`src/rtl/core/fpr_pkg.sv`:
```
// Shared types and constants for the fire palette recolor pipeline.
package fpr_pkg;

  // Pixel as carried on tdata: blue in the lowest byte, red in the highest.
  typedef struct packed {
    logic [7:0] red;
    logic [7:0] green;
    logic [7:0] blue;
  } pixel_t;

  // Luminance in 8.8 fixed point
  localparam int LUM_W = 16;
  localparam int SEG_W = 14;

  localparam logic [7:0] LUMA_WB = 8'd29;
  localparam logic [7:0] LUMA_WG = 8'd150;
  localparam logic [7:0] LUMA_WR = 8'd77;

  // Palette segment, taken from the two top bits of the luminance
  typedef enum logic [1:0] {
    SEG_DARK   = 2'd0,
    SEG_RED    = 2'd1,
    SEG_ORANGE = 2'd2,
    SEG_YELLOW = 2'd3
  } seg_t;

  // Palette slopes and offsets
  localparam logic [7:0] PAL_DARK_R   = 8'd150;
  localparam logic [7:0] PAL_RED_G    = 8'd100;
  localparam logic [7:0] PAL_RED_R    = 8'd105;
  localparam logic [7:0] PAL_ORANGE_G = 8'd155;
  localparam logic [7:0] PAL_FULL     = 8'd255;

  // floor(x / 63) as (x * ceil(2^20 / 63)) >> 20, exact for x below 2^14
  localparam int          RECIP_SHIFT = 20;
  localparam logic [14:0] RECIP_63    = 15'd16645;

  // Blend factor in Q1.8
  localparam int             FACTOR_W    = 9;
  localparam logic [8:0]     FACTOR_FULL = 9'd256;

  // Configuration register map
  localparam int          PADDR_W      = 3;
  localparam logic [0:0]  REG_FIRE_IDX = 1'b0;

endpackage

```
`src/rtl/core/fpr_cfg.sv`:
```
// Configuration register block: fire blend factor behind an APB-style port.
module fpr_cfg import fpr_pkg::*; (
  input  logic                clk,
  input  logic                rst,
  input  logic                psel,
  input  logic                penable,
  input  logic                pwrite,
  input  logic [PADDR_W-1:0]  paddr,
  input  logic [31:0]         pwdata,
  output logic [31:0]         prdata,
  output logic                pready,
  output logic [FACTOR_W-1:0] fire_eff
);

  logic [FACTOR_W-1:0] fire_factor;
  logic                wr_fire;
  logic [FACTOR_W-1:0] wr_value;

  assign pready   = 1'b1;
  assign wr_fire  = psel && penable && pwrite && (paddr[2] == REG_FIRE_IDX);
  assign wr_value = pwdata[FACTOR_W-1:0];

  // Hold the raw register and its saturated copy used by the datapath
  always_ff @(posedge clk) begin
    if (rst) begin
      fire_factor <= '0;
      fire_eff    <= '0;
    end else if (wr_fire) begin
      fire_factor <= wr_value;
      fire_eff    <= (wr_value > FACTOR_FULL) ? FACTOR_FULL : wr_value;
    end
  end

  // Read back the register value; other addresses read zero
  always_comb begin
    if (paddr[2] == REG_FIRE_IDX) begin
      prdata = {{(32-FACTOR_W){1'b0}}, fire_factor};
    end else begin
      prdata = '0;
    end
  end

endmodule

```
`src/rtl/core/fpr_luma.sv`:
```
// First pipeline stage: weighted luminance of the input pixel in 8.8.
module fpr_luma import fpr_pkg::*; (
  input  logic             clk,
  input  logic             rst,
  input  logic             in_valid,
  output logic             in_ready,
  input  pixel_t           in_pix,
  output logic             out_valid,
  input  logic             out_ready,
  output pixel_t           out_pix,
  output logic [LUM_W-1:0] out_lum
);

  logic [LUM_W-1:0] term_b;
  logic [LUM_W-1:0] term_g;
  logic [LUM_W-1:0] term_r;
  logic [LUM_W-1:0] lum_next;

  assign in_ready = !out_valid || out_ready;

  // Weights sum to 256, so the total stays within 16 bits
  assign term_b   = LUM_W'(in_pix.blue)  * LUM_W'(LUMA_WB);
  assign term_g   = LUM_W'(in_pix.green) * LUM_W'(LUMA_WG);
  assign term_r   = LUM_W'(in_pix.red)   * LUM_W'(LUMA_WR);
  assign lum_next = term_b + term_g + term_r;

  always_ff @(posedge clk) begin
    if (rst) begin
      out_valid <= 1'b0;
    end else if (in_ready) begin
      out_valid <= in_valid;
    end
  end

  // Advance payload on every open slot
  always_ff @(posedge clk) begin
    if (in_ready) begin
      out_pix <= in_pix;
      out_lum <= lum_next;
    end
  end

endmodule

```
`src/rtl/core/fpr_palette.sv`:
```
// Second and third pipeline stages: piecewise-linear fire palette lookup.
module fpr_palette import fpr_pkg::*; (
  input  logic             clk,
  input  logic             rst,
  input  logic             in_valid,
  output logic             in_ready,
  input  pixel_t           in_pix,
  input  logic [LUM_W-1:0] in_lum,
  output logic             out_valid,
  input  logic             out_ready,
  output pixel_t           out_pix,
  output pixel_t           out_pal
);

  seg_t             seg;
  logic [SEG_W-1:0] d;
  logic [SEG_W+7:0] prod_dark_r;
  logic [SEG_W+7:0] prod_red_g;
  logic [SEG_W+7:0] prod_red_r;
  logic [SEG_W+7:0] prod_orange_g;
  logic [SEG_W+7:0] prod_full;
  logic [7:0]       pal_r_next;
  logic [7:0]       pal_g_next;

  // Stage A registers
  logic             a_valid;
  logic             a_ready;
  pixel_t           a_pix;
  logic [7:0]       a_red;
  logic [7:0]       a_green;
  logic             a_yellow;
  logic [SEG_W-1:0] a_scaled;

  // Stage B logic
  logic             b_ready;
  logic [SEG_W+RECIP_SHIFT-6:0] recip_prod;
  logic [SEG_W+RECIP_SHIFT-6-RECIP_SHIFT:0] blue_q;
  logic [7:0]       blue_next;

  assign seg = seg_t'(in_lum[LUM_W-1:SEG_W]);
  assign d   = in_lum[SEG_W-1:0];

  // Constant-coefficient products of the offset inside the segment
  assign prod_dark_r   = (SEG_W+8)'(d) * (SEG_W+8)'(PAL_DARK_R);
  assign prod_red_g    = (SEG_W+8)'(d) * (SEG_W+8)'(PAL_RED_G);
  assign prod_red_r    = (SEG_W+8)'(d) * (SEG_W+8)'(PAL_RED_R);
  assign prod_orange_g = (SEG_W+8)'(d) * (SEG_W+8)'(PAL_ORANGE_G);
  assign prod_full     = (SEG_W+8)'(d) * (SEG_W+8)'(PAL_FULL);

  // Select red and green per segment
  always_comb begin
    case (seg)
      SEG_DARK: begin
        pal_r_next = prod_dark_r[SEG_W+7:SEG_W];
        pal_g_next = 8'd0;
      end
      SEG_RED: begin
        pal_r_next = PAL_DARK_R + prod_red_r[SEG_W+7:SEG_W];
        pal_g_next = prod_red_g[SEG_W+7:SEG_W];
      end
      SEG_ORANGE: begin
        pal_r_next = PAL_FULL;
        pal_g_next = PAL_RED_G + prod_orange_g[SEG_W+7:SEG_W];
      end
      default: begin
        pal_r_next = PAL_FULL;
        pal_g_next = PAL_FULL;
      end
    endcase
  end

  assign b_ready  = !out_valid || out_ready;
  assign a_ready  = !a_valid || b_ready;
  assign in_ready = a_ready;

  always_ff @(posedge clk) begin
    if (rst) begin
      a_valid   <= 1'b0;
      out_valid <= 1'b0;
    end else begin
      if (a_ready) begin
        a_valid <= in_valid;
      end
      if (b_ready) begin
        out_valid <= a_valid;
      end
    end
  end

  // Stage A: hold red, green and 255*d/256 for the yellow segment
  always_ff @(posedge clk) begin
    if (a_ready) begin
      a_pix    <= in_pix;
      a_red    <= pal_r_next;
      a_green  <= pal_g_next;
      a_yellow <= (seg == SEG_YELLOW);
      a_scaled <= prod_full[SEG_W+7:8];
    end
  end

  // Stage B: blue = floor(scaled / 63) by reciprocal multiply, clamped to 255, zero outside the yellow segment
  assign recip_prod = (SEG_W+RECIP_SHIFT-5)'(a_scaled) * (SEG_W+RECIP_SHIFT-5)'(RECIP_63);
  assign blue_q     = recip_prod[SEG_W+RECIP_SHIFT-6:RECIP_SHIFT];

  always_comb begin
    if (!a_yellow) begin
      blue_next = 8'd0;
    end else if (blue_q > (SEG_W-5)'(PAL_FULL)) begin
      blue_next = PAL_FULL;
    end else begin
      blue_next = blue_q[7:0];
    end
  end

  always_ff @(posedge clk) begin
    if (b_ready) begin
      out_pix       <= a_pix;
      out_pal.red   <= a_red;
      out_pal.green <= a_green;
      out_pal.blue  <= blue_next;
    end
  end

endmodule

```
`src/rtl/core/fpr_blend.sv`:
```
// Last pipeline stage: blend palette color with the pixel and register output.
module fpr_blend import fpr_pkg::*; (
  input  logic                clk,
  input  logic                rst,
  input  logic [FACTOR_W-1:0] fire_eff,
  input  logic                in_valid,
  output logic                in_ready,
  input  pixel_t              in_pix,
  input  pixel_t              in_pal,
  output logic                out_valid,
  input  logic                out_ready,
  output pixel_t              out_pix
);

  logic [FACTOR_W-1:0] keep;
  pixel_t              mix;

  function automatic logic [7:0] blend_ch(input logic [7:0] pix, input logic [7:0] pal,
                                          input logic [FACTOR_W-1:0] f,
                                          input logic [FACTOR_W-1:0] k);
    logic [16:0] sum;
    sum = 17'(pix) * 17'(k) + 17'(pal) * 17'(f);
    return sum[15:8];
  endfunction

  assign keep     = FACTOR_FULL - fire_eff;
  assign in_ready = !out_valid || out_ready;

  assign mix.blue  = blend_ch(in_pix.blue,  in_pal.blue,  fire_eff, keep);
  assign mix.green = blend_ch(in_pix.green, in_pal.green, fire_eff, keep);
  assign mix.red   = blend_ch(in_pix.red,   in_pal.red,   fire_eff, keep);

  always_ff @(posedge clk) begin
    if (rst) begin
      out_valid <= 1'b0;
    end else if (in_ready) begin
      out_valid <= in_valid;
    end
  end

  // Hold the result while the receiver stalls
  always_ff @(posedge clk) begin
    if (in_ready) begin
      out_pix <= mix;
    end
  end

endmodule

```
`src/rtl/core/fire_palette_recolor.sv`:
```
// Top level of the fire palette recolor pipeline.
//
// Input pixels arrive on the s_axis group: s_tdata carries blue, green and
// red, one byte each from the lowest bit up. Recolored pixels leave on the
// m_axis group in the same layout. A transaction completes on an edge where
// tvalid and tready are both high.
// The fire_factor register (Q1.8, 0 keeps the pixel, 256 gives full fire
// color, larger values act as 256) sits at byte address 0 of the APB-style
// port; write it only while the pipeline holds no pixel.
// Luminance, palette segment products, the divide-by-63 reciprocal
// multiply and the blend multiply each take one register stage.
// Throughput is one pixel per clock while m_tready stays high; each stage
// advances whenever its downstream slot is empty or moving.
// When the receiver stalls, every stage holds its pixel and s_tready drops
// once the pipeline is full; nothing is lost or repeated.
// Reset clears all valid bits and sets fire_factor to 0.
module fire_palette_recolor import fpr_pkg::*; (
  input  logic               clk,
  input  logic               rst,
  // Pixel input
  input  logic               s_tvalid,
  output logic               s_tready,
  input  logic [23:0]        s_tdata,   // blue_in[7:0], green_in[15:8], red_in[23:16]
  // Pixel output
  output logic               m_tvalid,
  input  logic               m_tready,
  output logic [23:0]        m_tdata,   // blue_out[7:0], green_out[15:8], red_out[23:16]
  // Configuration
  input  logic               psel,
  input  logic               penable,
  input  logic               pwrite,
  input  logic [PADDR_W-1:0] paddr,
  input  logic [31:0]        pwdata,
  output logic [31:0]        prdata,
  output logic               pready
);

  logic [FACTOR_W-1:0] fire_eff;

  logic             luma_valid;
  logic             luma_ready;
  pixel_t           luma_pix;
  logic [LUM_W-1:0] luma_lum;

  logic             pal_valid;
  logic             pal_ready;
  pixel_t           pal_pix;
  pixel_t           pal_color;

  pixel_t           res_pix;

  assign m_tdata = res_pix;

  fpr_cfg u_cfg (
    .clk      (clk),
    .rst      (rst),
    .psel     (psel),
    .penable  (penable),
    .pwrite   (pwrite),
    .paddr    (paddr),
    .pwdata   (pwdata),
    .prdata   (prdata),
    .pready   (pready),
    .fire_eff (fire_eff)
  );

  fpr_luma u_luma (
    .clk       (clk),
    .rst       (rst),
    .in_valid  (s_tvalid),
    .in_ready  (s_tready),
    .in_pix    (pixel_t'(s_tdata)),
    .out_valid (luma_valid),
    .out_ready (luma_ready),
    .out_pix   (luma_pix),
    .out_lum   (luma_lum)
  );

  fpr_palette u_palette (
    .clk       (clk),
    .rst       (rst),
    .in_valid  (luma_valid),
    .in_ready  (luma_ready),
    .in_pix    (luma_pix),
    .in_lum    (luma_lum),
    .out_valid (pal_valid),
    .out_ready (pal_ready),
    .out_pix   (pal_pix),
    .out_pal   (pal_color)
  );

  fpr_blend u_blend (
    .clk       (clk),
    .rst       (rst),
    .fire_eff  (fire_eff),
    .in_valid  (pal_valid),
    .in_ready  (pal_ready),
    .in_pix    (pal_pix),
    .in_pal    (pal_color),
    .out_valid (m_tvalid),
    .out_ready (m_tready),
    .out_pix   (res_pix)
  );

endmodule
```
`config.mk`:
```
export PLATFORM = sky130hd
export DESIGN_NAME = fire_palette_recolor
export DESIGN_NICKNAME = d
export VERILOG_FILES = /design/src/rtl/core/fpr_pkg.sv /design/src/rtl/core/fpr_cfg.sv /design/src/rtl/core/fpr_luma.sv /design/src/rtl/core/fpr_palette.sv /design/src/rtl/core/fpr_blend.sv /design/src/rtl/core/fire_palette_recolor.sv
export SDC_FILE = /design/constraint.sdc
export NUM_CORES = 2
export LEC_CHECK = 0
export ABC_AREA = 1
export BUFFER_PORTS_ARGS = -buffer_cell sky130_fd_sc_hd__buf_2
export CORE_ASPECT_RATIO = 1.75
export CORE_MARGIN = 4
export CORE_UTILIZATION = 58
export CTS_CLUSTER_SIZE = 8
export DETAILED_ROUTE_END_ITERATION = 10
export PLACE_DENSITY_LB_ADDON = 0.2
export SETUP_SLACK_MARGIN = 0.15
export SLEW_MARGIN = 10
export SYNTH_ARGS = -nofsm -noshare
export SYNTH_HDL_FRONTEND = slang
export SYNTH_HIERARCHICAL = 1
export SYNTH_SLANG_ARGS = --single-unit
```
`constraint.sdc`:
```
create_clock -name clk -period 14.5 [get_ports clk]
set_clock_uncertainty 0.1 [all_clocks]
set_input_delay 0.725 -clock clk [delete_from_list [all_inputs] [get_ports clk]]
set_output_delay 0.725 -clock clk [all_outputs]
set_load 0.005 [all_outputs]
```
==> qor.csv <==
metric;value;unit
RSZ-0062 raised after global routing;false;
top-count cell post-synth;inv_1;
Tmin final;7.67;ns
Worst-path clk slew;0.09;ns
final wirelength;86.5;mm
Vias;27500;
share of the synthesized area in the top cell type;0.289;
Post-Synth Adder-Cell Area;0.481;
R2R setup slack;6.83;ns
main area contributors after synthesis;fa_1 29%, ha_1 19%, edfxtp_1 14%, inv_1 13%, nand2_1 9.5%;
via-per-instance ratio;5.26;
first-pass GRT wire length;140;mm
Initial DRC Count;1436;
Worst-Skew Late Latency;0.46;ns
Sink Count;189;
worst r2r src;u_cfg/fire_eff[0]$_SDFFE_PP0P_;
layout cells sized above 1;0.0386;
largest net degree at the start of global routing;58;
Die H;337;µm
initial antenna violation count;0;
Avg WL per Cell;16.6;µm
#FFs+latches synth;189;
Slew Viols, Final;0;
# rows;120;
die width;196;µm
GRT Resource Usage Total;0.267;
WHS Path Cells;0;
FF-to-FF End;u_blend/out_pix[18]$_DFFE_PP_;
Crit. End Element;register;
Tightest Pin Transition;1.17;ns
Syn Inst Count;4371;
Num CTS Buffers;17;
WP data required;14.63;ns
final setup margin;6.83;ns
Final Hold Fails;0;
CP startpoint kind;register;
Final HPWL DP;74.0;mm
commonest cells in the netlist;1,225 x inv_1, 910 x nand2_1, 549 x ha_1;
grt ovf;0;
Slew HR;0.219;
Synth Warn #;6;
CTS tree;built;
die area;66100;µm²
outcome;completed;
Setup WS pre-CTS;6.84;ns
number of global-route vias before repair;28600;
largest family of logic cells by synthesized area;adder cells;
FMAX;130;MHz
Post-CTS Resized;0;
CTS Root Cell;clkbuf_16;
Core ar.;61300;µm²
max cap viols;0;
ys async rst share;0;
Setup TNS Final;0;ns
drt pass-1 iters;5;
synthesized area per cell;8.22;µm²
critical path type;register to register;
Hold Crit Class;register to register;
fin crit share;0.529;
mapped cell area;35900;µm²
final setup fails;0;
simple-gate share of the synthesized area;0.161;
ant diodes;0;
CP arrival;7.80;ns
Most used DFF post-synth;edfxtp_1;
clk buf depth;2;
Hold Path Origin;u_palette/a_pix[20]$_DFFE_PP_;
r2r worst-path depth;25;
hold endpoint;u_palette/out_pix[20]$_DFFE_PP_;
RePlAce Congestion;0.941;
CTS Hold Buffers Added;0;
htree depth;4;
Area growth syn-to-layout;4.86;%
multiplexer area fraction after synthesis;0;
port buffer count;75;
Post-synth EDFFs;167;
Yosys top cell by area;fa_1;
remaining antenna violation count after routing;0;
sequential area share after synthesis;0.152;
critical path peak fanout;48;
xor and xnor area share after synthesis;0.0126;
compound-cell area share of the yosys netlist;0.0502;
Ports;125;
initial core utilization;0.586;
nets;5546;
setup bufs post-CTS;0;
DR DRC count;0;
synth unique cells;55;
cell families (layout without fill, tap and decap cells):
logic type / Yosys count / after routing
and+or+nand+nor: 1409 / 1409
xor gates and xnor gates: 51 / 51
adders and majority gates: 1068 / 1068
AOI/OAI and AO/OA: 321 / 321
buffers and inverters: 1331 / 1363
other: 2 / 24
DFF: 189 / 189
through the flow:
stage | instances | hold slack (ns) | util | cell area, µm²
after floorplan | 4393 | 0.300 | - | 36000
after global placement | 5186 | 0.301 | 0.605 | 37000
after detailed placement | 5186 | 0.305 | 0.605 | 37000
after CTS | 5218 | 0.315 | 0.615 | 37700
after global routing | 5218 | 0.320 | 0.615 | 37700
final | 5218 | 0.315 | 0.615 | 37700
critical path: stages, from the launching register on:
cell	delay [ns]
dfxtp_2	0.32
buf_4	0.48
inv_1	0.10
ha_1	0.28
nand3_1	0.14
nand2_1	0.06
nand2_1	0.66
clkinv_1	0.74
nand2_1	0.27
fa_1	0.43
fa_1	0.46
fa_1	0.52
inv_1	0.05
fa_1	0.48
fa_1	0.54
inv_1	0.05
fa_1	0.52
inv_1	0.04
ha_1	0.31
a21oi_1	0.22
o21ai_0	0.17
a21o_1	0.22
nand2_1	0.08
nand2_1	0.05
nand2_1	0.06
nand2_1	0.05
area by class of cell:
cell class / count / area (µm²)
multi-input combinational: 2873 / 25400
fill: 5631 / 23600
sequential: 189 / 5460
inverter: 1230 / 4620
tap: 793 / 992
timing repair buffer: 101 / 571
clock buffer: 17 / 425
clock inverter: 15 / 196
sequential cells by signal, summed over array words and instances, names as in the netlist, 9 cells and up:
| signal | count |
|---|---|
| u_blend/out_pix | 24 |
| u_luma/out_pix | 24 |
| u_palette/a_pix | 24 |
| u_palette/out_pal | 24 |
| u_palette/out_pix | 24 |
| u_luma/out_lum | 16 |
| u_palette/a_scaled | 14 |
| u_cfg/fire_eff | 9 |
| u_cfg/fire_factor | 9 |
routing by layer:
layer,vias to the layer above,routed length (µm),part of all wire,global-route usage
li1,13200,-,-,-
met1,13200,29600,0.34,0.273
met2,729,48200,0.56,0.528
met3,272,2750,0.032,0.0181
met4,0,5980,0.069,0.153
met5,-,0,0,0
worst max path at each step:
| stage | start | slack (ns) | end |
|---|---|---|---|
| after floorplan | u_cfg/fire_eff[0]$_SDFFE_PP0P_ | 8.01 | u_blend/out_pix[22]$_DFFE_PP_ |
| after global placement | u_cfg/fire_eff[0]$_SDFFE_PP0P_ | 6.96 | u_blend/out_pix[7]$_DFFE_PP_ |
| after detailed placement | u_cfg/fire_eff[0]$_SDFFE_PP0P_ | 6.84 | u_blend/out_pix[18]$_DFFE_PP_ |
| after CTS | u_cfg/fire_eff[0]$_SDFFE_PP0P_ | 6.84 | u_blend/out_pix[18]$_DFFE_PP_ |
| after global routing | u_cfg/fire_eff[0]$_SDFFE_PP0P_ | 6.51 | u_blend/out_pix[18]$_DFFE_PP_ |
| final | u_cfg/fire_eff[0]$_SDFFE_PP0P_ | 6.83 | u_blend/out_pix[18]$_DFFE_PP_ |
cells in the final DEF, fill, tap and decap left out, drive strengths merged, types with 8 or more instances in the layout:
cell type,count
a21o,18
a21oi,168
a31oi,9
and2,8
buf,101
clkbuf,17
conb,24
dfxtp,22
edfxtp,167
fa,519
ha,549
inv,1236
nand2,916
nand3,148
nand4,26
nor2,265
nor3,20
nor4,10
o21ai,80
o21bai,15
xnor2,17
xor2,34
Power is not shown: default switching activity piles up to over one toggle a cycle in this logic, so the estimate is an artifact.
